--- src/sv/dad_pkg.sv ---
// dad_pkg: shared types, constants and the month-length table for the
// Gregorian date add/subtract block. No dependencies.
`default_nettype none

package dad_pkg;

    localparam int OFFSET_BITS_DEF = 16;
    localparam int YEAR_MAX_DEF    = 9999;

    localparam logic       OP_ADD = 1'b0;
    localparam logic       OP_SUB = 1'b1;

    localparam logic [3:0] MONTH_JAN = 4'd1;
    localparam logic [3:0] MONTH_FEB = 4'd2;
    localparam logic [3:0] MONTH_DEC = 4'd12;

    localparam logic [4:0] FEB_LEAP_LEN = 5'd29;

    localparam logic [4:0] MONTH_LEN [12] = '{
        5'd31, 5'd28, 5'd31, 5'd30, 5'd31, 5'd30,
        5'd31, 5'd31, 5'd30, 5'd31, 5'd30, 5'd31
    };

    typedef struct packed {
        logic        operation;
        logic [4:0]  in_day;
        logic [3:0]  in_month;
        logic [13:0] in_year;
        logic [15:0] offset_days;
    } req_beat_t;

    typedef struct packed {
        logic [4:0]  out_day;
        logic [3:0]  out_month;
        logic [13:0] out_year;
        logic        range_error;
    } rsp_beat_t;

    typedef enum logic [2:0] {
        ST_IDLE,
        ST_SPLIT,
        ST_LOAD,
        ST_STEP,
        ST_FINISH
    } dad_state_t;

    typedef struct packed {
        logic load_in;
        logic split;
        logic init;
        logic step;
        logic emit;
    } dad_cmd_t;

    typedef struct packed {
        logic settled;
        logic out_busy;
    } dad_sts_t;

    // month is 1..12 here; leap selects the long February
    function automatic logic [4:0] month_len(input logic [3:0] month, input logic leap);
        logic [3:0] idx;
        idx = month - 4'd1;
        if (month == MONTH_FEB && leap)
            month_len = FEB_LEAP_LEN;
        else if (idx < 4'd12)
            month_len = MONTH_LEN[idx];
        else
            month_len = MONTH_LEN[0];
    endfunction

endpackage

`default_nettype wire

--- src/sv/date_add_subtract_days.sv ---
// date_add_subtract_days: top level of the Gregorian date add/subtract block.
// Depends on dad_pkg, dad_ctrl and dad_dpath.
//
// Adds or subtracts a day count to a Gregorian date and returns the normalised
// date, or the input date with range_error set when the input month or year is
// out of range, the input day is zero, or the result year leaves 1..YEAR_MAX; a
// day past the end of its month is normalised. One beat is worked at a time,
// one month step per cycle through the single step unit. The result
// sits in an output register, so the next beat is taken while an earlier
// result still waits.
`default_nettype none

module date_add_subtract_days #(
    parameter int OFFSET_BITS = dad_pkg::OFFSET_BITS_DEF,
    parameter int YEAR_MAX    = dad_pkg::YEAR_MAX_DEF
) (
    input  logic               clk,
    input  logic               rst_n,
    input  logic               req_valid,
    output logic               req_ready,
    input  dad_pkg::req_beat_t req,
    output logic               rsp_valid,
    input  logic               rsp_ready,
    output dad_pkg::rsp_beat_t rsp
);
    import dad_pkg::*;

    dad_cmd_t cmd;
    dad_sts_t sts;

    dad_ctrl u_ctrl (
        .clk       (clk),
        .rst_n     (rst_n),
        .req_valid (req_valid),
        .req_ready (req_ready),
        .sts       (sts),
        .cmd       (cmd)
    );

    dad_dpath #(
        .OFFSET_BITS (OFFSET_BITS),
        .YEAR_MAX    (YEAR_MAX)
    ) u_dpath (
        .clk       (clk),
        .rst_n     (rst_n),
        .req       (req),
        .rsp_ready (rsp_ready),
        .rsp_valid (rsp_valid),
        .rsp       (rsp),
        .cmd       (cmd),
        .sts       (sts)
    );

    a_busy_after_accept: assert property (@(posedge clk) disable iff (!rst_n)
        (req_valid && req_ready) |=> !req_ready)
        else $error("request taken while a beat is in progress");

    a_month_ok: assert property (@(posedge clk) disable iff (!rst_n)
        (rsp_valid && !rsp.range_error) |->
            (rsp.out_month != 4'd0 && rsp.out_month <= MONTH_DEC && rsp.out_day != 5'd0))
        else $error("normalised date out of range");

    a_year_ok: assert property (@(posedge clk) disable iff (!rst_n)
        (rsp_valid && !rsp.range_error) |->
            (rsp.out_year != 14'd0 && 32'(rsp.out_year) <= 32'(YEAR_MAX)))
        else $error("normalised year out of range");

    a_emit_free: assert property (@(posedge clk) disable iff (!rst_n)
        cmd.emit |-> !(rsp_valid && !rsp_ready))
        else $error("result overwritten before it was taken");

endmodule

`default_nettype wire

--- src/sv/dad_ctrl.sv ---
// dad_ctrl: sequencing state machine for the date add/subtract block.
// Depends on dad_pkg; drives commands into dad_dpath.
`default_nettype none

module dad_ctrl (
    input  logic              clk,
    input  logic              rst_n,
    input  logic              req_valid,
    output logic              req_ready,
    input  dad_pkg::dad_sts_t sts,
    output dad_pkg::dad_cmd_t cmd
);
    import dad_pkg::*;

    dad_state_t state_reg;
    dad_state_t state_next;

    always_ff @(posedge clk or negedge rst_n)
    begin
        if (!rst_n)
            state_reg <= ST_IDLE;
        else
            state_reg <= state_next;
    end

    always_comb
    begin
        state_next = state_reg;
        unique case (state_reg)
            ST_IDLE:
            begin
                if (req_valid)
                    state_next = ST_SPLIT;
            end
            ST_SPLIT:  state_next = ST_LOAD;
            ST_LOAD:   state_next = ST_STEP;
            ST_STEP:
            begin
                if (sts.settled)
                    state_next = ST_FINISH;
            end
            ST_FINISH:
            begin
                if (!sts.out_busy)
                    state_next = ST_IDLE;
            end
            default:   state_next = ST_IDLE;
        endcase
    end

    always_comb
    begin
        req_ready   = (state_reg == ST_IDLE);
        cmd.load_in = (state_reg == ST_IDLE) && req_valid;
        cmd.split   = (state_reg == ST_SPLIT);
        cmd.init    = (state_reg == ST_LOAD);
        cmd.step    = (state_reg == ST_STEP) && !sts.settled;
        cmd.emit    = (state_reg == ST_FINISH) && !sts.out_busy;
    end

endmodule

`default_nettype wire

--- src/sv/dad_dpath.sv ---
// dad_dpath: date registers, one-month step unit and output register.
// Depends on dad_pkg; commanded by dad_ctrl.
`default_nettype none

module dad_dpath #(
    parameter int OFFSET_BITS = dad_pkg::OFFSET_BITS_DEF,
    parameter int YEAR_MAX    = dad_pkg::YEAR_MAX_DEF
) (
    input  logic              clk,
    input  logic              rst_n,
    input  dad_pkg::req_beat_t req,
    input  logic              rsp_ready,
    output logic              rsp_valid,
    output dad_pkg::rsp_beat_t rsp,
    input  dad_pkg::dad_cmd_t cmd,
    output dad_pkg::dad_sts_t sts
);
    import dad_pkg::*;

    localparam int OW     = (OFFSET_BITS < 16) ? OFFSET_BITS : 16;
    localparam int DW     = OW + 2;
    localparam int YW     = $clog2(YEAR_MAX + 1);
    localparam int CW_RAW = $clog2(YEAR_MAX / 100 + 1);
    localparam int CW     = (CW_RAW < 2) ? 2 : CW_RAW;
    localparam logic [12:0] RECIP_100 = 13'd5243;   // floor(y/100) = y*5243 >> 19
    localparam int          RECIP_SH  = 19;
    localparam logic [6:0]  YY_LAST   = 7'd99;
    localparam logic [YW-1:0] YEAR_TOP = YW'(YEAR_MAX);

    req_beat_t          in_reg;
    logic [26:0]        prod_reg;
    logic signed [DW-1:0] d_reg, d_next;
    logic [3:0]         m_reg, m_next;
    logic [YW-1:0]      y_reg, y_next;
    logic [6:0]         yy_reg, yy_next;
    logic [CW-1:0]      c_reg, c_next;
    logic               err_reg, err_next;
    rsp_beat_t          rsp_reg;
    logic               rsp_valid_reg;

    // initial split of the year into century and year-of-century
    logic [13:0]        q14;
    logic [13:0]        rem14;
    logic               in_bad;
    logic signed [DW-1:0] d0_s, off_s, d_init;

    always_comb
    begin
        q14    = 14'(prod_reg[26:RECIP_SH]);
        rem14  = in_reg.in_year - q14 * 14'd100;
        in_bad = (in_reg.in_month == 4'd0) || (in_reg.in_month > MONTH_DEC)
              || (in_reg.in_year == 14'd0) || (32'(in_reg.in_year) > 32'(YEAR_MAX))
              || (in_reg.in_day == 5'd0);
        d0_s   = signed'(DW'(in_reg.in_day));
        off_s  = signed'(DW'(in_reg.offset_days[OW-1:0]));
        d_init = (in_reg.operation == OP_SUB) ? (d0_s - off_s) : (d0_s + off_s);
    end

    // one month step
    logic               back;
    logic               leap_cur, leap_prev;
    logic [4:0]         dim_cur, dim_prev;
    logic [3:0]         m_prev;
    logic [YW-1:0]      y_prev;
    logic [6:0]         yy_prev;
    logic [CW-1:0]      c_prev;
    logic               wrap_back;
    logic signed [DW-1:0] dim_cur_s, dim_prev_s;
    logic               over;

    always_comb
    begin
        back      = d_reg[DW-1] || (d_reg == '0);
        wrap_back = (m_reg == MONTH_JAN);
        m_prev    = wrap_back ? MONTH_DEC : (m_reg - 4'd1);
        y_prev    = wrap_back ? (y_reg - YW'(1)) : y_reg;
        if (wrap_back && yy_reg == 7'd0)
        begin
            yy_prev = YY_LAST;
            c_prev  = c_reg - CW'(1);
        end
        else if (wrap_back)
        begin
            yy_prev = yy_reg - 7'd1;
            c_prev  = c_reg;
        end
        else
        begin
            yy_prev = yy_reg;
            c_prev  = c_reg;
        end
        leap_cur   = (yy_reg != 7'd0) ? (yy_reg[1:0] == 2'b00) : (c_reg[1:0] == 2'b00);
        leap_prev  = (yy_prev != 7'd0) ? (yy_prev[1:0] == 2'b00) : (c_prev[1:0] == 2'b00);
        dim_cur    = month_len(m_reg, leap_cur);
        dim_prev   = month_len(m_prev, leap_prev);
        dim_cur_s  = signed'(DW'(dim_cur));
        dim_prev_s = signed'(DW'(dim_prev));
        over       = !back && (d_reg > dim_cur_s);
    end

    always_comb
    begin
        d_next   = d_reg;
        m_next   = m_reg;
        y_next   = y_reg;
        yy_next  = yy_reg;
        c_next   = c_reg;
        err_next = err_reg;
        priority if (cmd.init)
        begin
            d_next   = d_init;
            m_next   = in_reg.in_month;
            y_next   = YW'(in_reg.in_year);
            yy_next  = rem14[6:0];
            c_next   = CW'(q14);
            err_next = in_bad;
        end
        else if (cmd.step && back)
        begin
            if (wrap_back && y_reg == YW'(1))
                err_next = 1'b1;
            else
            begin
                m_next  = m_prev;
                y_next  = y_prev;
                yy_next = yy_prev;
                c_next  = c_prev;
                d_next  = d_reg + dim_prev_s;
            end
        end
        else if (cmd.step && over)
        begin
            if (m_reg == MONTH_DEC && y_reg == YEAR_TOP)
                err_next = 1'b1;
            else
            begin
                d_next = d_reg - dim_cur_s;
                if (m_reg == MONTH_DEC)
                begin
                    m_next = MONTH_JAN;
                    y_next = y_reg + YW'(1);
                    if (yy_reg == YY_LAST)
                    begin
                        yy_next = 7'd0;
                        c_next  = c_reg + CW'(1);
                    end
                    else
                        yy_next = yy_reg + 7'd1;
                end
                else
                    m_next = m_reg + 4'd1;
            end
        end
        else
            err_next = err_reg;
    end

    always_ff @(posedge clk)
    begin
        if (cmd.load_in)
            in_reg <= req;
        if (cmd.split)
            prod_reg <= 27'(in_reg.in_year) * 27'(RECIP_100);
        d_reg   <= d_next;
        m_reg   <= m_next;
        y_reg   <= y_next;
        yy_reg  <= yy_next;
        c_reg   <= c_next;
        err_reg <= err_next;
        if (cmd.emit)
        begin
            if (err_reg)
            begin
                rsp_reg.out_day     <= in_reg.in_day;
                rsp_reg.out_month   <= in_reg.in_month;
                rsp_reg.out_year    <= in_reg.in_year;
                rsp_reg.range_error <= 1'b1;
            end
            else
            begin
                rsp_reg.out_day     <= d_reg[4:0];
                rsp_reg.out_month   <= m_reg;
                rsp_reg.out_year    <= 14'(y_reg);
                rsp_reg.range_error <= 1'b0;
            end
        end
    end

    always_ff @(posedge clk or negedge rst_n)
    begin
        if (!rst_n)
            rsp_valid_reg <= 1'b0;
        else if (cmd.emit)
            rsp_valid_reg <= 1'b1;
        else if (rsp_ready)
            rsp_valid_reg <= 1'b0;
    end

    assign sts.settled  = err_reg || (!back && !over);
    assign sts.out_busy = rsp_valid_reg && !rsp_ready;
    assign rsp_valid    = rsp_valid_reg;
    assign rsp          = rsp_reg;

endmodule

`default_nettype wire

--- config.mk ---
export PLATFORM = sky130hd
export DESIGN_NAME = date_add_subtract_days
export DESIGN_NICKNAME = d
export VERILOG_FILES = /design/src/sv/dad_pkg.sv /design/src/sv/date_add_subtract_days.sv /design/src/sv/dad_ctrl.sv /design/src/sv/dad_dpath.sv
export SDC_FILE = /design/constraint.sdc
export NUM_CORES = 1
export LEC_CHECK = 0
export CORE_AREA = 3 3 173 175
export CTS_CLUSTER_SIZE = 24
export DETAILED_ROUTE_END_ITERATION = 8
export DIE_AREA = 0 0 176 178
export DONT_BUFFER_PORTS = 1
export GPL_TIMING_DRIVEN = 1
export MAX_ROUTING_LAYER = met4
export SYNTH_ARGS = -nofsm -noshare
export SYNTH_HDL_FRONTEND = slang
export SYNTH_SLANG_ARGS = --single-unit
--- constraint.sdc ---
create_clock -name clk -period 9.6 [get_ports clk]
set_input_delay 1.92 -clock clk [delete_from_list [all_inputs] [get_ports clk]]
set_output_delay 1.92 -clock clk [all_outputs]
set_load 0.05 [all_outputs]
Yosys cells after proc, flatten, opt, wreduce, memory -nomap -nowiden:

Memory sizes are Yosys's and may differ from the RTL's.
Cells that the tools add are included.

* equality and inequality tests: 19
* order comparisons: 7
* $add $sub $neg: 14
* reductions and logical operators: 48
* multipliers: 2
* multiplexer cells: 59
* bitwise logic cells: 2

Operators with widths (count)
* 7-bit two-way mux: 17
* 18-bit two-way mux: 6
* 14-bit two-way mux: 7
* 5-bit two-way mux: 8
* 4-bit two-way mux: 7
* 14-bit by 13-bit multiplier with 27-bit output (second input constant): 1
* 24-bit two-way mux: 1
* 18-bit by 6-bit adder with 18-bit output: 1
* 18-bit by 6-bit greater-than comparator with 1-bit output: 1
* 18-bit logical NOT: 1
* 18-bit by 6-bit subtractor with 18-bit output: 1
* 5-bit by 16-bit adder with 17-bit output: 1
* 5-bit by 16-bit subtractor with 17-bit output: 1
* 3-bit case mux with 5 select lines: 1
* 14-bit by 1-bit adder with 14-bit output (second input constant): 1
* 7-bit by 1-bit adder with 7-bit output (second input constant): 2
* 14-bit by 1-bit equality test with 1-bit output (second input constant): 1
* 14-bit equality test (second input constant): 1
* 14-bit greater-than comparator (second input constant): 1
* 14-bit logical NOT: 1
* 7-bit nonzero test: 2
* 14-bit by 1-bit subtractor with 14-bit output (second input constant): 1
* 7-bit by 1-bit subtractor with 7-bit output (second input constant): 2
* 1-bit logical AND: 13
* other kinds (34): 72

* input port bits: 44
* bits in read-only memories: 160
* memories kept: 2
* logic and storage cells: 172
* bits in registers: 146
* output and inout port bits: 26

Memories
* (name not given): words 16, width 5, rd ports 1, clocked after memory_dff 0, wr ports 0, line dad_pkg.sv:67 `month_len = MONTH_LEN[idx];`
* (name not given): words 16, width 5, rd ports 1, clocked after memory_dff 0, wr ports 0, line dad_pkg.sv:67

Depth between registers and ports, before layout:

* word-level depth: 18
* mapped depth: 17
* depth with buffers taken out: 16

Cells and area by module:

Synthesis repeated with hierarchy kept, for this count alone.

* cell total of the unflattened synthesis: 1121
* area total of the unflattened synthesis: 11184.5 µm²

By module, submodules not included
* dad_dpath: area an instance 10999.3 µm², sequential area each 3478.3 µm², cells each 1102, times used 1
* dad_ctrl: area an instance 185.2 µm², sequential area each 75.1 µm², cells each 19, times used 1

Least setup slack after synthesis:

Ideal clock, no wire load.

* path type: register to register
* start point: reg u_dpath.m_reg[0]
* end point: reg u_dpath.y_reg[0], enable pin
* path buffers: 1
* setup time: 0.432 ns
* setup slack: 4.602 ns
* required time: 9.168 ns
* clock period less this slack: 4.998 ns
* arrival: 4.566 ns
* stages on the path, launching flop included: 15
* path through: edfxtp_1 -> clkbuf_1 -> inv_1 -> ha_1 -> xnor2_1 -> nand3b_1 -> a21o_1 -> ha_1 -> fa_1 -> and4b_1 -> a221o_1 -> o41ai_2 -> a21oi_1 -> nor2_1 -> a2111oi_1

* word-level cells in the longest chain between the ends: 17
* elaborated cells on any way between the ends: 29
* those cells by class: add/sub: 1; order compare: 2; eq/ne: 6; mux: 4; bitwise: 1; reduce/logical: 14; memory: 1

RTL lines
* from (decl): line dad_dpath.sv:33 `logic [3:0] m_reg, m_next;`
* from (signal assigned): line dad_dpath.sv:165 `m_reg <= m_next;`
* 4-bit by 1-bit subtractor with 4-bit output: line dad_pkg.sv:63 `idx = month - 4'd1;`
* 4-bit inverter with 5-bit output (implied by the code): line dad_pkg.sv:67
* memory read 16 x 5 bit
* 5-bit two-way mux (implied by the code) (2 in a row): line dad_pkg.sv:67
* 5-bit two-way mux: line dad_pkg.sv:66 `else if (idx < 4'd12)`
* 5-bit two-way mux: line dad_pkg.sv:64 `if (month == MONTH_FEB && leap)`
* 18-bit by 6-bit greater-than comparator with 1-bit output: line dad_dpath.sv:98 `over = !back && (d_reg > dim_cur_s);`
* 1-bit logical AND: line dad_dpath.sv:98
* 1-bit logical NOT: line dad_dpath.sv:199 `assign sts.settled = err_reg || (!back && !over);`
* 1-bit logical AND: line dad_dpath.sv:199
* 1-bit logical OR: line dad_dpath.sv:199
* 1-bit logical NOT: line dad_ctrl.sv:57 `cmd.step = (state_reg == ST_STEP) && !sts.settled;`
* 1-bit logical AND: line dad_ctrl.sv:57
* 1-bit logical AND (on tied branches): line dad_dpath.sv:118, dad_dpath.sv:131
* 3-bit by 2-bit inequality test with 1-bit output (no source line), or another cell as far along
* 5-bit AND reduction (no source line) (*)
* to (signal assigned): line dad_dpath.sv:166 `y_reg <= y_next;`
* to (decl): line dad_dpath.sv:34 `logic [YW-1:0] y_reg, y_next;`

Every way passes the cells marked *; elsewhere a longest branch is shown, timed or not. The select of a mux whose other input is x is not followed.
A chain may end at the register's enable or synchronous reset.

Worst setup path in the final report:

* start point: reg u_dpath.in_reg[29] (netlist name)
* end point: reg u_dpath.prod_reg[21], data pin

* word-level cells in the longest chain between the ends: 1

RTL lines
* from (decl): line dad_dpath.sv:30 `req_beat_t in_reg;`
* from (signal assigned): line dad_dpath.sv:161 `in_reg <= req;`
* 14-bit by 13-bit multiplier with 27-bit output: line dad_dpath.sv:163 `prod_reg <= 27'(in_reg.in_year) * 27'(RECIP_100);`
* to (signal assigned): line dad_dpath.sv:163
* to (decl): line dad_dpath.sv:31 `logic [26:0] prod_reg;`

No other way between the ends.

==> metrics.txt <==
Ports=70; number of nets with antenna violations after detailed routing=0; HP Class=register to register; Tmin final=4.90 ns; H-tree depth=4; Crit path buffers/inverters=2; largest net degree at the start of global routing=55; CTS-repair resized insts=0; commonest cells after routing, fill and taps aside=178 x inv_1, 130 x ha_1, 115 x edfxtp_1, 67 x fa_1, 61 x nand2_1; Clock Sinks=119; area grow syn2layout=8.04%; Hold EP=u_ctrl.state_reg[1]; Critical R2R Capture=u_dpath.prod_reg[21]; post-synth cell types=79; Async SR Flop Fraction=0.0336; R2R setup slack=4.70 ns; Starting Density=0.396; Inst Count DP=1,475; Num CTS Buffers=17; CP arrival=5.15 ns; Placement Rows=62; worst setup path class=register to register; hold depth=1; core area=28,600 µm²; Vias/cell=5.49; Initial DRC Count=474; die area=31,300 µm²; DP Area=11,700 µm²; syn_nets=1,366; DRC=0; setup bufs post-CTS=0; maximum operating frequency=204 MHz; RSZ-0062 raised after global routing=no; # setup viols final=0; root cell of the clock tree=clkbuf_16; Die Span Y=178 µm; DRT Pass-1 Iters=5; peak per-stage delay on the critical path=0.65 ns; remaining global-route overflow=0; Post-Route WL=28,800 µm; clk_skew=0.0169 ns; slowest cell on the critical path=edfxtp_1; startpoint types=register; most used cell, CP=fa_1; Filler cells=2,702; cell area after layout=12,200 µm²; layout cells sized above 1=0.0721; Tightest Pin Transition=1.05 ns; Post-Syn Area=11,300 µm²; final number of hold-violating endpoints=0; die width=176 µm; Main synth FF type=edfxtp_1; status=completed; vias=8,284; yosys warns=0; Overall Global Routing Usage=0.192; non-filler cells, final=1,510; Cells after Synth=1,125; post-DR wirelength/cell=19.1 µm; fin. max-slew vios=0; Seq cells post-synth=119; hpwl dp=22,000 µm; fin nets=1,351; number of synthesized flops with an enable pin=115; Top delay family on crit path=adder cells; initial antenna violation count=3; FF-to-FF path depth=14; Core Util, Final=0.427; most common cell after layout, fill and taps aside=inv_1; clk slew on worst S/H paths=0.06 ns; crit path max fanout=10; HP Start=u_ctrl.state_reg[2]; syn_area_per_cell=10.1 µm²; max_slew headroom=0.298; vias in the first global route=8,048; final estimated routing congestion in global placement=0.937; CTS tree=done; max reg flops=35; IO buf count=0; fin crit share=0.511; CP cell instances=fa_1 -> ha_1 -> fa_1 -> inv_1 -> fa_1 -> fa_1 -> inv_1 -> ha_1 -> nand2_1 -> o21ai_0 -> or2_2 -> nor4_1 -> o21ai_0 -> o31ai_1; Crit. End Element=register; R2R Path Start=u_dpath.in_reg[29]; clock buffer depth=2; Seq/Total Area, Yosys=0.314; Clock Latency Late Sink=0.44 ns; global-route wire length before repair=45,200 µm; max-capacitance violation count=0; Total Neg Setup Slack=0 ns; hold_buf cts=0; required time of the critical path=9.85 ns
Yosys cell counts (14+ instances only):
master    number  area share
ha_1         130        0.14
o21ai_0       36       0.016
xor2_1        22       0.017
inv_1        178       0.059
nand3_1       28       0.012
xnor2_1       35       0.027
nand4_1       14      0.0077
clkbuf_1      23      0.0076
mux2_2        18       0.018
nor2_1        56       0.019
nor3_1        30       0.013
edfxtp_1     115        0.30
a21o_1        15      0.0099
mux2i_1       28       0.025
nand2_1       61       0.020
fa_1          67        0.12
a21oi_1       39       0.017
final cells by class:
type                            count  area (µm²)  area share
Antenna cell                        3        7.51    0.000614
Clock buffer                       17         425      0.0348
Clock inverter                     15         130      0.0106
Inverter                          178         668      0.0546
Multi-Input combinational cell    788        6930       0.566
Sequential cell                   119        3550       0.290
Tap cell                          384         480      0.0393
Timing Repair Buffer                6        45.0     0.00368
layer usage:
metal / GRT usage / part of all wire / vias up
met2: 0.282 / 0.45 / 224
met5: - / 0 / -
li1: - / - / 3961
met4: 0.0574 / 0.020 / 0
met1: 0.270 / 0.48 / 4063
met3: 0.0364 / 0.050 / 36
stage by stage:
| stage | hold WS, ns | setup slack, ns |
|---|---|---|
| 3_5_place_dp | 0.598 | 4.72 |
| 6_report | 0.606 | 4.70 |
| 2_1_floorplan | 0.517 | 4.60 |
| 4_1_cts | 0.609 | 4.68 |
| 3_3_place_gp | 0.587 | 4.83 |
| 5_1_grt | 0.636 | 4.42 |
worst max path at each step:
| stage | start | to | slack, ns | cells after the start |
|---|---|---|---|---|
| after floorplan | u_dpath.m_reg[0] | u_dpath.y_reg[0] | 4.60 | 14 |
| after global placement | u_dpath.in_reg[29] | u_dpath.prod_reg[23] | 4.83 | 14 |
| after detailed placement | u_dpath.in_reg[29] | u_dpath.prod_reg[23] | 4.72 | 14 |
| after CTS | u_dpath.in_reg[29] | u_dpath.prod_reg[23] | 4.68 | 14 |
| after global routing | u_dpath.in_reg[29] | u_dpath.prod_reg[23] | 4.42 | 14 |
| final | u_dpath.in_reg[29] | u_dpath.prod_reg[21] | 4.70 | 14 |
worst register-to-register path, cell delays in order (launching register included):
cell and delay [ns]:
edfxtp_1 0.65, fa_1 0.51, ha_1 0.32, fa_1 0.51, inv_1 0.06, fa_1 0.50, fa_1 0.55, inv_1 0.04
ha_1 0.33, nand2_1 0.08, o21ai_0 0.16, or2_2 0.32, nor4_1 0.43, o21ai_0 0.17, o31ai_1 0.09
cells by family after synthesis:
| logic type | after synthesis | synth area share |
|---|---|---|
| AOI/OAI and AO/OA | 195 | 0.120 |
| muxes | 46 | 0.0426 |
| and+or+nand+nor | 293 | 0.141 |
| adders and majority gates | 197 | 0.262 |
| xor gates and xnor gates | 57 | 0.0441 |
| buffers and inverters | 218 | 0.0767 |
| DFF | 119 | 0.314 |
Power is not shown: default switching activity piles up to over one toggle a cycle in this logic, so the estimate is an artifact.
